### config.mk
export PLATFORM = sky130hd
export DESIGN_NAME = radio_fragment_reassembler
export DESIGN_NICKNAME = d
export VERILOG_FILES = /design/src/hdl/rfr_pkg.sv /design/src/hdl/rfr_front.sv /design/src/hdl/rfr_queue.sv /design/src/hdl/rfr_back.sv /design/src/hdl/radio_fragment_reassembler.sv
export SDC_FILE = /design/constraint.sdc
export NUM_CORES = 1
export LEC_CHECK = 0
export ABC_AREA = 1
export BUFFER_PORTS_ARGS = -buffer_cell sky130_fd_sc_hd__buf_4
export CELL_PAD_IN_SITES_DETAIL_PLACEMENT = 1
export CELL_PAD_IN_SITES_GLOBAL_PLACEMENT = 1
export CORE_MARGIN = 5
export CORE_UTILIZATION = 50
export CTS_CLUSTER_SIZE = 16
export DETAILED_ROUTE_END_ITERATION = 16
export PLACE_DENSITY = 0.92
export SLEW_MARGIN = 20
export SYNTH_ARGS = -nofsm -noshare
export SYNTH_HDL_FRONTEND = slang
export SYNTH_SLANG_ARGS = --single-unit
### constraint.sdc
create_clock -name clk -period 13.2 [get_ports clk]
set_input_delay 1.98 -clock clk [delete_from_list [all_inputs] [get_ports clk]]
set_output_delay 1.98 -clock clk [all_outputs]
set_load 0.01 [all_outputs]
### src/hdl/rfr_pkg.sv
package rfr_pkg;

    localparam int BUFFER_DEPTH = 16384;

    localparam int DATA_W      = 8;
    localparam int FRAG_LEN_W  = 14;
    localparam int FRAME_LEN_W = 15;
    localparam int ADDR_W      = 14;
    localparam int STORED_W    = 16;
    localparam int SUM_W       = 17;
    localparam int CRC_W       = 32;
    localparam int CFG_IDX_W   = 1;
    localparam int CFG_DATA_W  = 15;
    localparam int ACT_W       = 3;

    localparam logic [CFG_IDX_W-1:0] CFG_MAX_FRAGMENT_LEN = 1'b0;
    localparam logic [CFG_IDX_W-1:0] CFG_MAX_FRAME_LEN    = 1'b1;

    localparam logic [FRAG_LEN_W-1:0]  MAX_FRAGMENT_LEN_RESET = 14'd2048;
    localparam logic [FRAME_LEN_W-1:0] MAX_FRAME_LEN_RESET    = 15'd9000;

    localparam logic [FRAG_LEN_W-1:0]  BYTE_INDEX_MAX = 14'd16383;
    localparam logic [FRAME_LEN_W-1:0] FRAME_LEN_SAT  = 15'h7fff;
    localparam logic [CRC_W-1:0]       CRC_PRESET     = 32'hffff_ffff;
    localparam logic [CRC_W-1:0]       CRC_POLY       = 32'hedb8_8320;

    // per-fragment action, chosen on the first item of a fragment
    localparam logic [ACT_W-1:0] ACT_NONE      = 3'd0;
    localparam logic [ACT_W-1:0] ACT_IGNORE    = 3'd1;
    localparam logic [ACT_W-1:0] ACT_SKIP      = 3'd2;
    localparam logic [ACT_W-1:0] ACT_START     = 3'd3;
    localparam logic [ACT_W-1:0] ACT_START_END = 3'd4;
    localparam logic [ACT_W-1:0] ACT_CONT      = 3'd5;
    localparam logic [ACT_W-1:0] ACT_END       = 3'd6;
    localparam logic [ACT_W-1:0] ACT_END_DROP  = 3'd7;

    typedef struct packed {
        logic [DATA_W-1:0]     data_byte;
        logic                  byte_present;
        logic                  last_byte;
        logic                  flag_start;
        logic                  flag_cont;
        logic                  flag_end;
        logic [FRAG_LEN_W-1:0] frag_len;
        logic [CRC_W-1:0]      expected_crc;
    } in_item_t;

    typedef struct packed {
        logic                   write_enable;
        logic [ADDR_W-1:0]      write_address;
        logic [DATA_W-1:0]      write_data;
        logic                   fragment_done;
        logic                   crc_error;
        logic                   length_error;
        logic                   overflow_drop;
        logic                   frame_ready;
        logic [FRAME_LEN_W-1:0] frame_length;
    } out_item_t;

    // classified item handed from the front to the back
    typedef struct packed {
        logic                   write_enable;
        logic [ADDR_W-1:0]      write_address;
        logic [DATA_W-1:0]      crc_data;
        logic                   crc_update;
        logic                   fragment_done;
        logic                   crc_check;
        logic [CRC_W-1:0]       expected_crc;
        logic                   length_error;
        logic                   overflow_drop;
        logic                   frame_ready;
        logic [FRAME_LEN_W-1:0] frame_length;
    } work_t;

    function automatic logic [CRC_W-1:0] crc_byte(
        input logic [CRC_W-1:0]  crc_in,
        input logic [DATA_W-1:0] data
    );
        logic [CRC_W-1:0] crc;
        crc = crc_in ^ {{(CRC_W-DATA_W){1'b0}}, data};
        for (int k = 0; k < DATA_W; k++) begin
            crc = crc[0] ? ((crc >> 1) ^ CRC_POLY) : (crc >> 1);
        end
        return crc;
    endfunction

endpackage

### src/hdl/rfr_front.sv
module rfr_front (
    input  logic                                clk,
    input  logic                                rst_n,
    input  logic                                in_valid,
    output logic                                in_ready,
    input  rfr_pkg::in_item_t                   in_data,
    input  logic                                cfg_write,
    input  logic [rfr_pkg::CFG_IDX_W-1:0]       cfg_index,
    input  logic [rfr_pkg::CFG_DATA_W-1:0]      cfg_data,
    output logic                                push_valid,
    input  logic                                push_ready,
    output rfr_pkg::work_t                      push_data
);

    logic [rfr_pkg::FRAG_LEN_W-1:0]  max_frag_reg;
    logic [rfr_pkg::FRAME_LEN_W-1:0] max_frame_reg;

    logic                             open_reg,   open_next;
    logic [rfr_pkg::STORED_W-1:0]     stored_reg, stored_next;
    logic [rfr_pkg::FRAG_LEN_W-1:0]   idx_reg,    idx_next;
    logic [rfr_pkg::ACT_W-1:0]        act_reg,    act_next;
    logic [rfr_pkg::STORED_W-1:0]     base_reg,   base_next;

    logic [rfr_pkg::ACT_W-1:0]        act;
    logic [rfr_pkg::STORED_W-1:0]     base;
    logic [rfr_pkg::FRAG_LEN_W-1:0]   idx;
    logic [rfr_pkg::SUM_W-1:0]        end_sum;
    logic [rfr_pkg::SUM_W-1:0]        addr;
    logic [rfr_pkg::SUM_W-1:0]        total;
    logic                             byte_ok;
    logic                             writable;
    logic                             accept;

    assign in_ready   = push_ready;
    assign push_valid = in_valid;
    assign accept     = in_valid && push_ready;

    always_comb
    begin
        end_sum = {1'b0, stored_reg} + {{(rfr_pkg::SUM_W-rfr_pkg::FRAG_LEN_W){1'b0}},
                                        in_data.frag_len};
        act  = act_reg;
        base = base_reg;
        idx  = idx_reg;
        if (act_reg == rfr_pkg::ACT_NONE)
        begin
            base = '0;
            idx  = '0;
            if (in_data.frag_len > max_frag_reg)
            begin
                act = rfr_pkg::ACT_IGNORE;
            end
            else if (in_data.flag_start)
            begin
                act = in_data.flag_end ? rfr_pkg::ACT_START_END : rfr_pkg::ACT_START;
            end
            else if (open_reg && in_data.flag_end)
            begin
                base = stored_reg;
                act  = (end_sum > {2'b00, max_frame_reg}) ? rfr_pkg::ACT_END_DROP
                                                          : rfr_pkg::ACT_END;
            end
            else if (open_reg && in_data.flag_cont)
            begin
                base = stored_reg;
                act  = rfr_pkg::ACT_CONT;
            end
            else
            begin
                act = rfr_pkg::ACT_SKIP;
            end
        end

        addr  = {1'b0, base} + {{(rfr_pkg::SUM_W-rfr_pkg::FRAG_LEN_W){1'b0}}, idx};
        total = {1'b0, base} + {{(rfr_pkg::SUM_W-rfr_pkg::FRAG_LEN_W){1'b0}},
                                in_data.frag_len};

        byte_ok  = in_data.byte_present && (act != rfr_pkg::ACT_IGNORE)
                   && (idx < in_data.frag_len);
        writable = (act == rfr_pkg::ACT_START) || (act == rfr_pkg::ACT_START_END)
                   || (act == rfr_pkg::ACT_CONT) || (act == rfr_pkg::ACT_END);

        push_data               = '0;
        push_data.write_enable  = byte_ok && writable
                                  && (addr < rfr_pkg::SUM_W'(rfr_pkg::BUFFER_DEPTH));
        push_data.write_address = push_data.write_enable ? addr[rfr_pkg::ADDR_W-1:0] : '0;
        push_data.crc_data      = in_data.data_byte;
        push_data.crc_update    = byte_ok;
        push_data.fragment_done = in_data.last_byte;
        push_data.expected_crc  = in_data.expected_crc;

        open_next   = open_reg;
        stored_next = stored_reg;
        act_next    = act;
        base_next   = base;
        idx_next    = (in_data.byte_present && (idx < rfr_pkg::BYTE_INDEX_MAX))
                      ? idx + 1'b1 : idx;

        if (in_data.last_byte)
        begin
            act_next  = rfr_pkg::ACT_NONE;
            base_next = '0;
            idx_next  = '0;
            push_data.length_error = (act == rfr_pkg::ACT_IGNORE);
            push_data.crc_check    = (act != rfr_pkg::ACT_IGNORE);
            unique case (act)
                rfr_pkg::ACT_SKIP:
                begin
                    if (!open_reg)
                    begin
                        stored_next = '0;
                    end
                end
                rfr_pkg::ACT_START:
                begin
                    open_next   = 1'b1;
                    stored_next = {{(rfr_pkg::STORED_W-rfr_pkg::FRAG_LEN_W){1'b0}},
                                   in_data.frag_len};
                end
                rfr_pkg::ACT_START_END:
                begin
                    push_data.frame_ready  = 1'b1;
                    push_data.frame_length = {1'b0, in_data.frag_len};
                    open_next   = 1'b0;
                    stored_next = '0;
                end
                rfr_pkg::ACT_CONT:
                begin
                    if (total >= {2'b00, max_frame_reg})
                    begin
                        push_data.overflow_drop = 1'b1;
                        open_next   = 1'b0;
                        stored_next = '0;
                    end
                    else
                    begin
                        stored_next = total[rfr_pkg::STORED_W-1:0];
                    end
                end
                rfr_pkg::ACT_END:
                begin
                    push_data.frame_ready  = 1'b1;
                    push_data.frame_length =
                        (total > {2'b00, rfr_pkg::FRAME_LEN_SAT})
                        ? rfr_pkg::FRAME_LEN_SAT : total[rfr_pkg::FRAME_LEN_W-1:0];
                    open_next   = 1'b0;
                    stored_next = '0;
                end
                rfr_pkg::ACT_END_DROP:
                begin
                    push_data.overflow_drop = 1'b1;
                    open_next   = 1'b0;
                    stored_next = '0;
                end
                default:
                begin
                end
            endcase
        end
    end

    always_ff @(posedge clk or negedge rst_n)
    begin
        if (!rst_n)
        begin
            max_frag_reg  <= rfr_pkg::MAX_FRAGMENT_LEN_RESET;
            max_frame_reg <= rfr_pkg::MAX_FRAME_LEN_RESET;
        end
        else if (cfg_write)
        begin
            unique case (cfg_index)
                rfr_pkg::CFG_MAX_FRAGMENT_LEN:
                    max_frag_reg <= cfg_data[rfr_pkg::FRAG_LEN_W-1:0];
                rfr_pkg::CFG_MAX_FRAME_LEN:
                    max_frame_reg <= cfg_data;
                default:
                begin
                end
            endcase
        end
    end

    always_ff @(posedge clk or negedge rst_n)
    begin
        if (!rst_n)
        begin
            open_reg   <= 1'b0;
            stored_reg <= '0;
            idx_reg    <= '0;
            act_reg    <= rfr_pkg::ACT_NONE;
            base_reg   <= '0;
        end
        else if (accept)
        begin
            open_reg   <= open_next;
            stored_reg <= stored_next;
            idx_reg    <= idx_next;
            act_reg    <= act_next;
            base_reg   <= base_next;
        end
    end

endmodule

### src/hdl/rfr_queue.sv
module rfr_queue (
    input  logic            clk,
    input  logic            rst_n,
    input  logic            push_valid,
    output logic            push_ready,
    input  rfr_pkg::work_t  push_data,
    output logic            pop_valid,
    input  logic            pop_ready,
    output rfr_pkg::work_t  pop_data
);

    rfr_pkg::work_t mem_reg [2];
    logic           wr_ptr_reg, wr_ptr_next;
    logic           rd_ptr_reg, rd_ptr_next;
    logic [1:0]     count_reg,  count_next;
    logic           push;
    logic           pop;

    assign push_ready = (count_reg != 2'd2);
    assign pop_valid  = (count_reg != 2'd0);
    assign pop_data   = mem_reg[rd_ptr_reg];
    assign push       = push_valid && push_ready;
    assign pop        = pop_valid && pop_ready;

    always_comb
    begin
        wr_ptr_next = push ? ~wr_ptr_reg : wr_ptr_reg;
        rd_ptr_next = pop  ? ~rd_ptr_reg : rd_ptr_reg;
        count_next  = count_reg + {1'b0, push} - {1'b0, pop};
    end

    always_ff @(posedge clk)
    begin
        if (push)
        begin
            mem_reg[wr_ptr_reg] <= push_data;
        end
    end

    always_ff @(posedge clk or negedge rst_n)
    begin
        if (!rst_n)
        begin
            wr_ptr_reg <= 1'b0;
            rd_ptr_reg <= 1'b0;
            count_reg  <= 2'd0;
        end
        else
        begin
            wr_ptr_reg <= wr_ptr_next;
            rd_ptr_reg <= rd_ptr_next;
            count_reg  <= count_next;
        end
    end

endmodule

### src/hdl/rfr_back.sv
module rfr_back (
    input  logic               clk,
    input  logic               rst_n,
    input  logic               pop_valid,
    output logic               pop_ready,
    input  rfr_pkg::work_t     pop_data,
    output logic               out_valid,
    input  logic               out_ready,
    output rfr_pkg::out_item_t out_data
);

    logic [rfr_pkg::CRC_W-1:0] crc_reg, crc_next;
    logic                      out_valid_reg, out_valid_next;
    rfr_pkg::out_item_t        out_reg, out_next;
    logic [rfr_pkg::CRC_W-1:0] crc_new;
    logic                      pop;

    assign pop_ready = !out_valid_reg || out_ready;
    assign pop       = pop_valid && pop_ready;
    assign out_valid = out_valid_reg;
    assign out_data  = out_reg;

    always_comb
    begin
        crc_new = pop_data.crc_update ? rfr_pkg::crc_byte(crc_reg, pop_data.crc_data)
                                      : crc_reg;
        // running crc restarts after the last item of each fragment
        crc_next = pop_data.fragment_done ? rfr_pkg::CRC_PRESET : crc_new;

        out_next               = '0;
        out_next.write_enable  = pop_data.write_enable;
        out_next.write_address = pop_data.write_address;
        out_next.write_data    = pop_data.write_enable ? pop_data.crc_data : '0;
        out_next.fragment_done = pop_data.fragment_done;
        out_next.crc_error     = pop_data.fragment_done && pop_data.crc_check
                                 && ((~crc_new) != pop_data.expected_crc);
        out_next.length_error  = pop_data.length_error;
        out_next.overflow_drop = pop_data.overflow_drop;
        out_next.frame_ready   = pop_data.frame_ready;
        out_next.frame_length  = pop_data.frame_length;

        out_valid_next = pop ? 1'b1 : (out_valid_reg && !out_ready);
    end

    always_ff @(posedge clk)
    begin
        if (pop)
        begin
            out_reg <= out_next;
        end
    end

    always_ff @(posedge clk or negedge rst_n)
    begin
        if (!rst_n)
        begin
            crc_reg       <= rfr_pkg::CRC_PRESET;
            out_valid_reg <= 1'b0;
        end
        else
        begin
            out_valid_reg <= out_valid_next;
            if (pop)
            begin
                crc_reg <= crc_next;
            end
        end
    end

endmodule

### src/hdl/radio_fragment_reassembler.sv
// Reassembles radio fragments, at most one payload byte per transfer, into an external frame
// buffer: each input transfer yields exactly one result transfer with the buffer write (address
// and byte), and on the fragment's last byte the CRC-32 check, length error, overflow drop and
// completed frame length. The block takes one byte every cycle while the output is not stalled;
// the front classifies each input combinationally into a two-entry queue, the back pops it into
// the CRC unit and output register, and either side may stall without losing a transfer.
// max_fragment_len (index 0) and max_frame_len (index 1) must be written only while idle; the
// block does not enforce this.
module radio_fragment_reassembler (
    input  logic                           clk,
    input  logic                           rst_n,
    input  logic                           in_valid,
    output logic                           in_ready,
    input  rfr_pkg::in_item_t              in_data,
    output logic                           out_valid,
    input  logic                           out_ready,
    output rfr_pkg::out_item_t             out_data,
    input  logic                           cfg_write,
    input  logic [rfr_pkg::CFG_IDX_W-1:0]  cfg_index,
    input  logic [rfr_pkg::CFG_DATA_W-1:0] cfg_data
);

    logic           push_valid;
    logic           push_ready;
    rfr_pkg::work_t push_data;
    logic           pop_valid;
    logic           pop_ready;
    rfr_pkg::work_t pop_data;

    rfr_front u_front (
        .clk        (clk),
        .rst_n      (rst_n),
        .in_valid   (in_valid),
        .in_ready   (in_ready),
        .in_data    (in_data),
        .cfg_write  (cfg_write),
        .cfg_index  (cfg_index),
        .cfg_data   (cfg_data),
        .push_valid (push_valid),
        .push_ready (push_ready),
        .push_data  (push_data)
    );

    rfr_queue u_queue (
        .clk        (clk),
        .rst_n      (rst_n),
        .push_valid (push_valid),
        .push_ready (push_ready),
        .push_data  (push_data),
        .pop_valid  (pop_valid),
        .pop_ready  (pop_ready),
        .pop_data   (pop_data)
    );

    rfr_back u_back (
        .clk       (clk),
        .rst_n     (rst_n),
        .pop_valid (pop_valid),
        .pop_ready (pop_ready),
        .pop_data  (pop_data),
        .out_valid (out_valid),
        .out_ready (out_ready),
        .out_data  (out_data)
    );

endmodule
---- After elaboration in Yosys (flattened, before gate mapping) ----
Memory sizes are Yosys's and may differ from the RTL's.
Cells that the tools add are included.
operators by class
  mux-type cells .......................... 42
  equal/unequal tests ..................... 12
  bitwise gates (word level) .............. 13
  reductions and logical operators ........ 27
  order comparisons ....................... 7
  add/subtract/negate cells ............... 6
operators by type and width
  operator               count
  $mux 32                10
  $mux 16                8
  $not 13->14            8
  $pmux 16 s4            1
  $mux 14                4
  $add 16x14->17         3
  $ne 32x32->1           1
  $not 32->32            1
  $pmux 16 s2            1
  $xor 32x8->32          1
  $mux 3                 7
  $mux 18                1
  $ge 17x15->1           1
  $gt 17x15->1           1
  $gt 17x15->1 const B   1
  $lt 17x15->1 const B   1
  $mux 15                1
  $add 14x1->14 const B  1
  $gt 14x14->1           1
  $lt 14x14->1           1
  $lt 14x14->1 const B   1
  $eq 3x3->1 const B     4
  $logic_and 1x1->1      12
  $reduce_and 4->1       2
  other kinds (18)       34
storage, ports and cells
  memories kept ........................... 1
  input port bits ......................... 80
  output and inout bits ................... 45
  register bits ........................... 159
  bits in writable memories ............... 152
memories
  memory           words  bits a word  rd ports  clocked after memory_dff  wr ports  line             text
  u_queue.mem_reg  2      76           1         0                         1         rfr_queue.sv:12  rfr_pkg::work_t mem_reg [2];

---- Logic depth before layout (Yosys ltp) ----
An unclocked memory read counts as a cell.
  depth in word-level cells ............... 22
  gate-level depth with buffers ........... 37
  gate-level depth less buffers ........... 35

---- Hierarchy ----
Synthesis repeated with hierarchy kept, for this count alone.
unflattened totals
  cells, all modules ...................... 2396
  area, all modules ....................... 19329.8 um2
modules (own cells, without submodules)
  module     seq. area each (um2)  times used  cells each  area an instance (um2)
  rfr_front  1984.4                1           1227        8408.1
  rfr_queue  4664.5                1           429         5773.0
  rfr_back   2157.1                1           740         5148.7

---- Worst setup path before layout ----
Ideal clock, no wire load.
  path kind ............................... input port to flip-flop
  from .................................... input in_data[45] in the netlist's numbering
  to ...................................... memory u_queue.mem_reg[0][16] in the netlist's numbering, data pin
  data arrival time ....................... 6.097 ns
  cell stages on the path ................. 32
  data required time ...................... 12.935 ns
  path slack .............................. 6.838 ns
  cell sequence ........................... ha_1 -> nand2_1 -> inv_1 -> nand3_1 -> nor2_1 -> nand4_1 -> a21boi_0 -> clkbuf_1 -> a22oi_1 -> inv_1 -> ha_1 -> nand2_1 -> nand2_1 -> nand3_1 -> nand2_1 -> a21oi_1 -> o21bai_1 -> nand2_1 -> o21ai_0 -> or2_2 -> nand2_1 -> inv_1 -> ha_1 -> nand2_1 -> nor2_1 -> a211oi_1 -> nand2_1 -> a21oi_1 -> nand3_2 -> buf_6 -> nor2_1 -> nor4_1
RTL lines
  item                line                              text
  start: declaration  radio_fragment_reassembler.sv:14  input rfr_pkg::in_item_t in_data,
  end: declaration    rfr_queue.sv:12

---- Final worst setup path ----
  from .................................... input in_data[45] in the netlist's numbering
  to ...................................... register u_front.open_reg
between the ends
  longest elaborated chain between the ends .. 11
RTL lines
  item                                                                     line              text
  parallel branches: the longest is 11 deep, another holds $add 16x14->17  -
  end signal: assignment                                                   rfr_front.sv:195  open_reg <= open_next;
  end: declaration                                                         rfr_front.sv:18   logic open_reg, open_next;
Parallel ways; which one is timed is not known.
A chain may end at the register's enable or synchronous reset.

==> summary.md <==
| Metric | Value |
|---|---|
| Final setup fails | `0` |
| Mapped Avg Cell Area | `roughly 8.4 sq um` |
| Setup Buffers After CTS | `0` |
| Synth Instances | `2,214` |
| Vias in the first global route | `18.2k` |
| Cts repair resizes | `0` |
| Synth cell types | `57` |
| Hold slack final | `~0.49 ns` |
| First-pass GRT wire length | `99.9 mm` |
| Placed cell area | `19,900 sq um` |
| Worst Max-Slew Pin Slew | `roughly 1 ns` |
| Slew headroom | `31.2%` |
| Maximum fanout along the worst path | `18` |
| H-tree depth | `2` |
| Area of the multi-input gates | `about 8400 sq um` |
| Remaining DRCs | `0` |
| Unrepaired setup endpoints after global routing | `false` |
| Initial antenna violation count | `0` |
| Fin. Hold Viols | `0` |
| Share of cells above drive strength 1 | `15.0%` |
| Worst R2R End | `u_front.open_reg` |
| Row cnt | `70` |
| Seq/Total Area, Yosys | `47.4%` |
| Critical Path AT | `7.57 ns` |
| Die Area | `41,100 sq um` |
| Pre-CTS setup slack | `5.67 ns` |
| Gr usage total | `30.9%` |
| Worst-skew pair later-pin latency | `about 0.56 ns` |
| I/O pin cnt | `125` |
| Worst clock skew | `0.0149 ns` |
| Max-cap violations | `0` |
| Min-Delay Endpoint | `u_front.max_frag_reg[12]` |
| I/O Buffers | `between 100 and 150` |
| VDD IR max | `around 0.10 mV` |
| ANT cells | `0` |
| Finished Cell Area | `21,100 sq um` |
| Tcrit/Tclk final | `54.1%` |
| CTS clk-pin slew, worst paths | `around 0.060 ns` |
| Leak Pwr | `10.1 nW` |
| Die span in y | `203 um` |
| Initial DRC Count | `1,348` |
| Asr flop ratio synth | `37.3%` |
| Initial cell density of the core | `between 50% and 60%` |
| Nets | `2,516` |
| Ys Warns | `0` |
| Final wirelength | `64.3 mm` |
| Area grow syn2layout | `13.6%` |
| CTS tree | `done` |
| Ys flop type | `edfxtp_1` |
| Fin crit period | `7.15 ns` |
| Power Density | `238 nW/um^2` |
| RR Startpoint | `u_front.act_reg[1]` |
| DP HPWL | `between 40 and 50 mm` |
| Reg-to-reg setup timing slack | `slightly below 7 ns` |
| Overflow after GRT | `0` |
| Outcome | `finished, final reports clean` |
| Worst hold stages | `2` |
| CTS root buf | `clkbuf_16` |
| Routed len/inst | `roughly 23 um` |
| Largest net degree at the start of global routing | `70` |
| Post-synthesis cell area | `18,600 sq um` |
| First-pass iteration count of the detailed router | `5` |
| Slew Viols, Final | `0` |
| HP Class | `reg -> reg` |
| Power, Total | `0.00502 W` |
| Post-Syn Nets | `roughly 2.4k` |
| Hold Startpoint | `u_front.max_frag_reg[12]` |
| CTS Hold Bufs | `0` |
| Worst Path Required | `13.62 ns` |
| Seq. cell area | `just under 9000 sq um` |
| Setup TNS | `0 ns` |
| R2R depth | `27` |
| Clock sinks | `approximately 310` |
| Total number of vias | `16.5k` |
| CTS max path bufs | `3` |
| Final GP Congestion | `0.931` |
| Number of flip-flops under the largest register name | `~150` |
| Cts bufs inserted | `36` |
| Post-synth EDFFs | `195` |
| Crit start category | `primary input` |
| Fmax | `around 0.14 GHz` |
| Vias per cell | `a little under 6` |
| # fillers | `4,349` |
| Kind of end point of the critical path | `register` |
| Final ANT Viol Nets | `0` |
| Synthesis-stage register bit count | `between 300 and 400` |
| Die W | `203 um` |
| Core area | `about 37,000 sq um` |
| CP Class | `in -> reg` |
| Final setup margin | `6.06 ns` |
## cells by family (layout without fill, tap and decap cells)
kind of cell	after synthesis	in the layout	share of synthesized area [%]
muxes	9	9	0.485
DFF	311	311	47.4
xor gates and xnor gates	69	69	3.38
adders and majority gates	105	105	7.20
AOI/OAI and AO/OA	268	268	8.24
and+or+nand+nor	1116	1116	25.9
buffers and inverters	336	481	7.33
## stage by stage
stage | util [%] | cells
CTS | 57.6 | 2827
finish | 57.6 | 2827
detailed placement | 54.3 | 2761
floorplan | - | 2214
global route | 57.6 | 2827
global placement | 54.3 | 2761
## Yosys cell counts (10+ instances only)
library cell  count  area, sq um
xnor2_1          22          193
o21ai_0         114          571
dfstp_2          38          998
o22ai_1          28          175
xor2_1           44          385
inv_1           261          980
nand4_1          33          206
nor2_1          138          518
inv_2            13         48.8
ha_1            102         1280
clkbuf_1         26         97.6
nand2_1         699         2620
buf_2            13         65.1
dfrtp_1          78         1950
nand3_1         124          621
or2_2            26          163
nand2_2          42          263
edfxtp_1        195         5860
nor2_2           13         81.3
nand3b_1         10         75.1
a22oi_1          24          180
a21oi_1          63          315
## worst max-delay path: stages
cell and delay (ns):
buf_4 0.14, ha_1 0.29, nand2_1 0.07, inv_1 0.05, nand3_1 0.11, nor2_1 0.25, nand2_1 0.10, nand2_1 0.09
a21boi_0 0.08, buf_4 0.21, a22oi_1 0.34, inv_1 0.18, fa_1 0.50, a21oi_1 0.35, o21bai_1 0.16, nand2_1 0.12
nand2_1 0.07, xnor2_1 0.35, inv_1 0.13, ha_1 0.32, a21oi_1 0.13, nor2_1 0.05, a211oi_1 0.24, nand2_1 0.10
a21oi_1 0.16, nand3_2 0.40, o211ai_1 0.41, nand2_1 0.13
## where the power goes
group	total, W	internal, W	switching (W)
sequential	0.00154	0.00138	0.000156
combinational	0.00242	0.000712	0.00171
clock	0.00105	0.000613	0.000439
total	0.00502	0.00271	0.00231
## worst max path at each step
stage	from	endpoint	slack [ns]	cells after the start
after floorplan	in_data[45]	u_queue.mem_reg[0][16]	6.84	32
after global placement	in_data[45]	u_front.stored_reg[13]	6.03	32
after detailed placement	in_data[45]	u_front.open_reg	5.67	28
after CTS	in_data[45]	u_front.open_reg	6.20	28
after global routing	in_data[45]	u_front.stored_reg[8]	5.61	34
final	in_data[45]	u_front.open_reg	6.06	28
## cells in the final DEF (no fill, tap or decap), types with 36 or more instances in the layout
master	synthesis	final
edfxtp_1	195	195
dfstp_2	38	38
inv_1	261	260
nor2_1	138	136
nand2_2	42	42
o21ai_0	114	113
xor2_1	44	44
a21oi_1	63	63
buf_4	6	135
dfrtp_1	78	77
nand2_1	699	699
nand3_1	124	124
ha_1	102	102
clkbuf_16	0	36
## per-layer routing
layer / GRT usage (%) / vias to the layer above / part of all wire [%]
met5: 0 / - / 0
met4: 17.1 / 0 / 6.2
met3: 4.30 / 246 / 5.2
met2: 56.4 / 627 / 52
met1: 34.7 / 8170 / 37
li1: - / 7499 / -
## cell type report
| cell class | count | share of cell area, % |
|---|---|---|
| Clock inverter | 22 | 1.28 |
| Timing Repair Buffer | 135 | 4.80 |
| Tap cell | 468 | 2.78 |
| Multi-Input combinational cell | 1567 | 39.9 |
| Inverter | 280 | 5.02 |
| Clock buffer | 44 | 4.46 |
| Sequential cell | 311 | 41.8 |
Power figures use the tool's default switching activity.
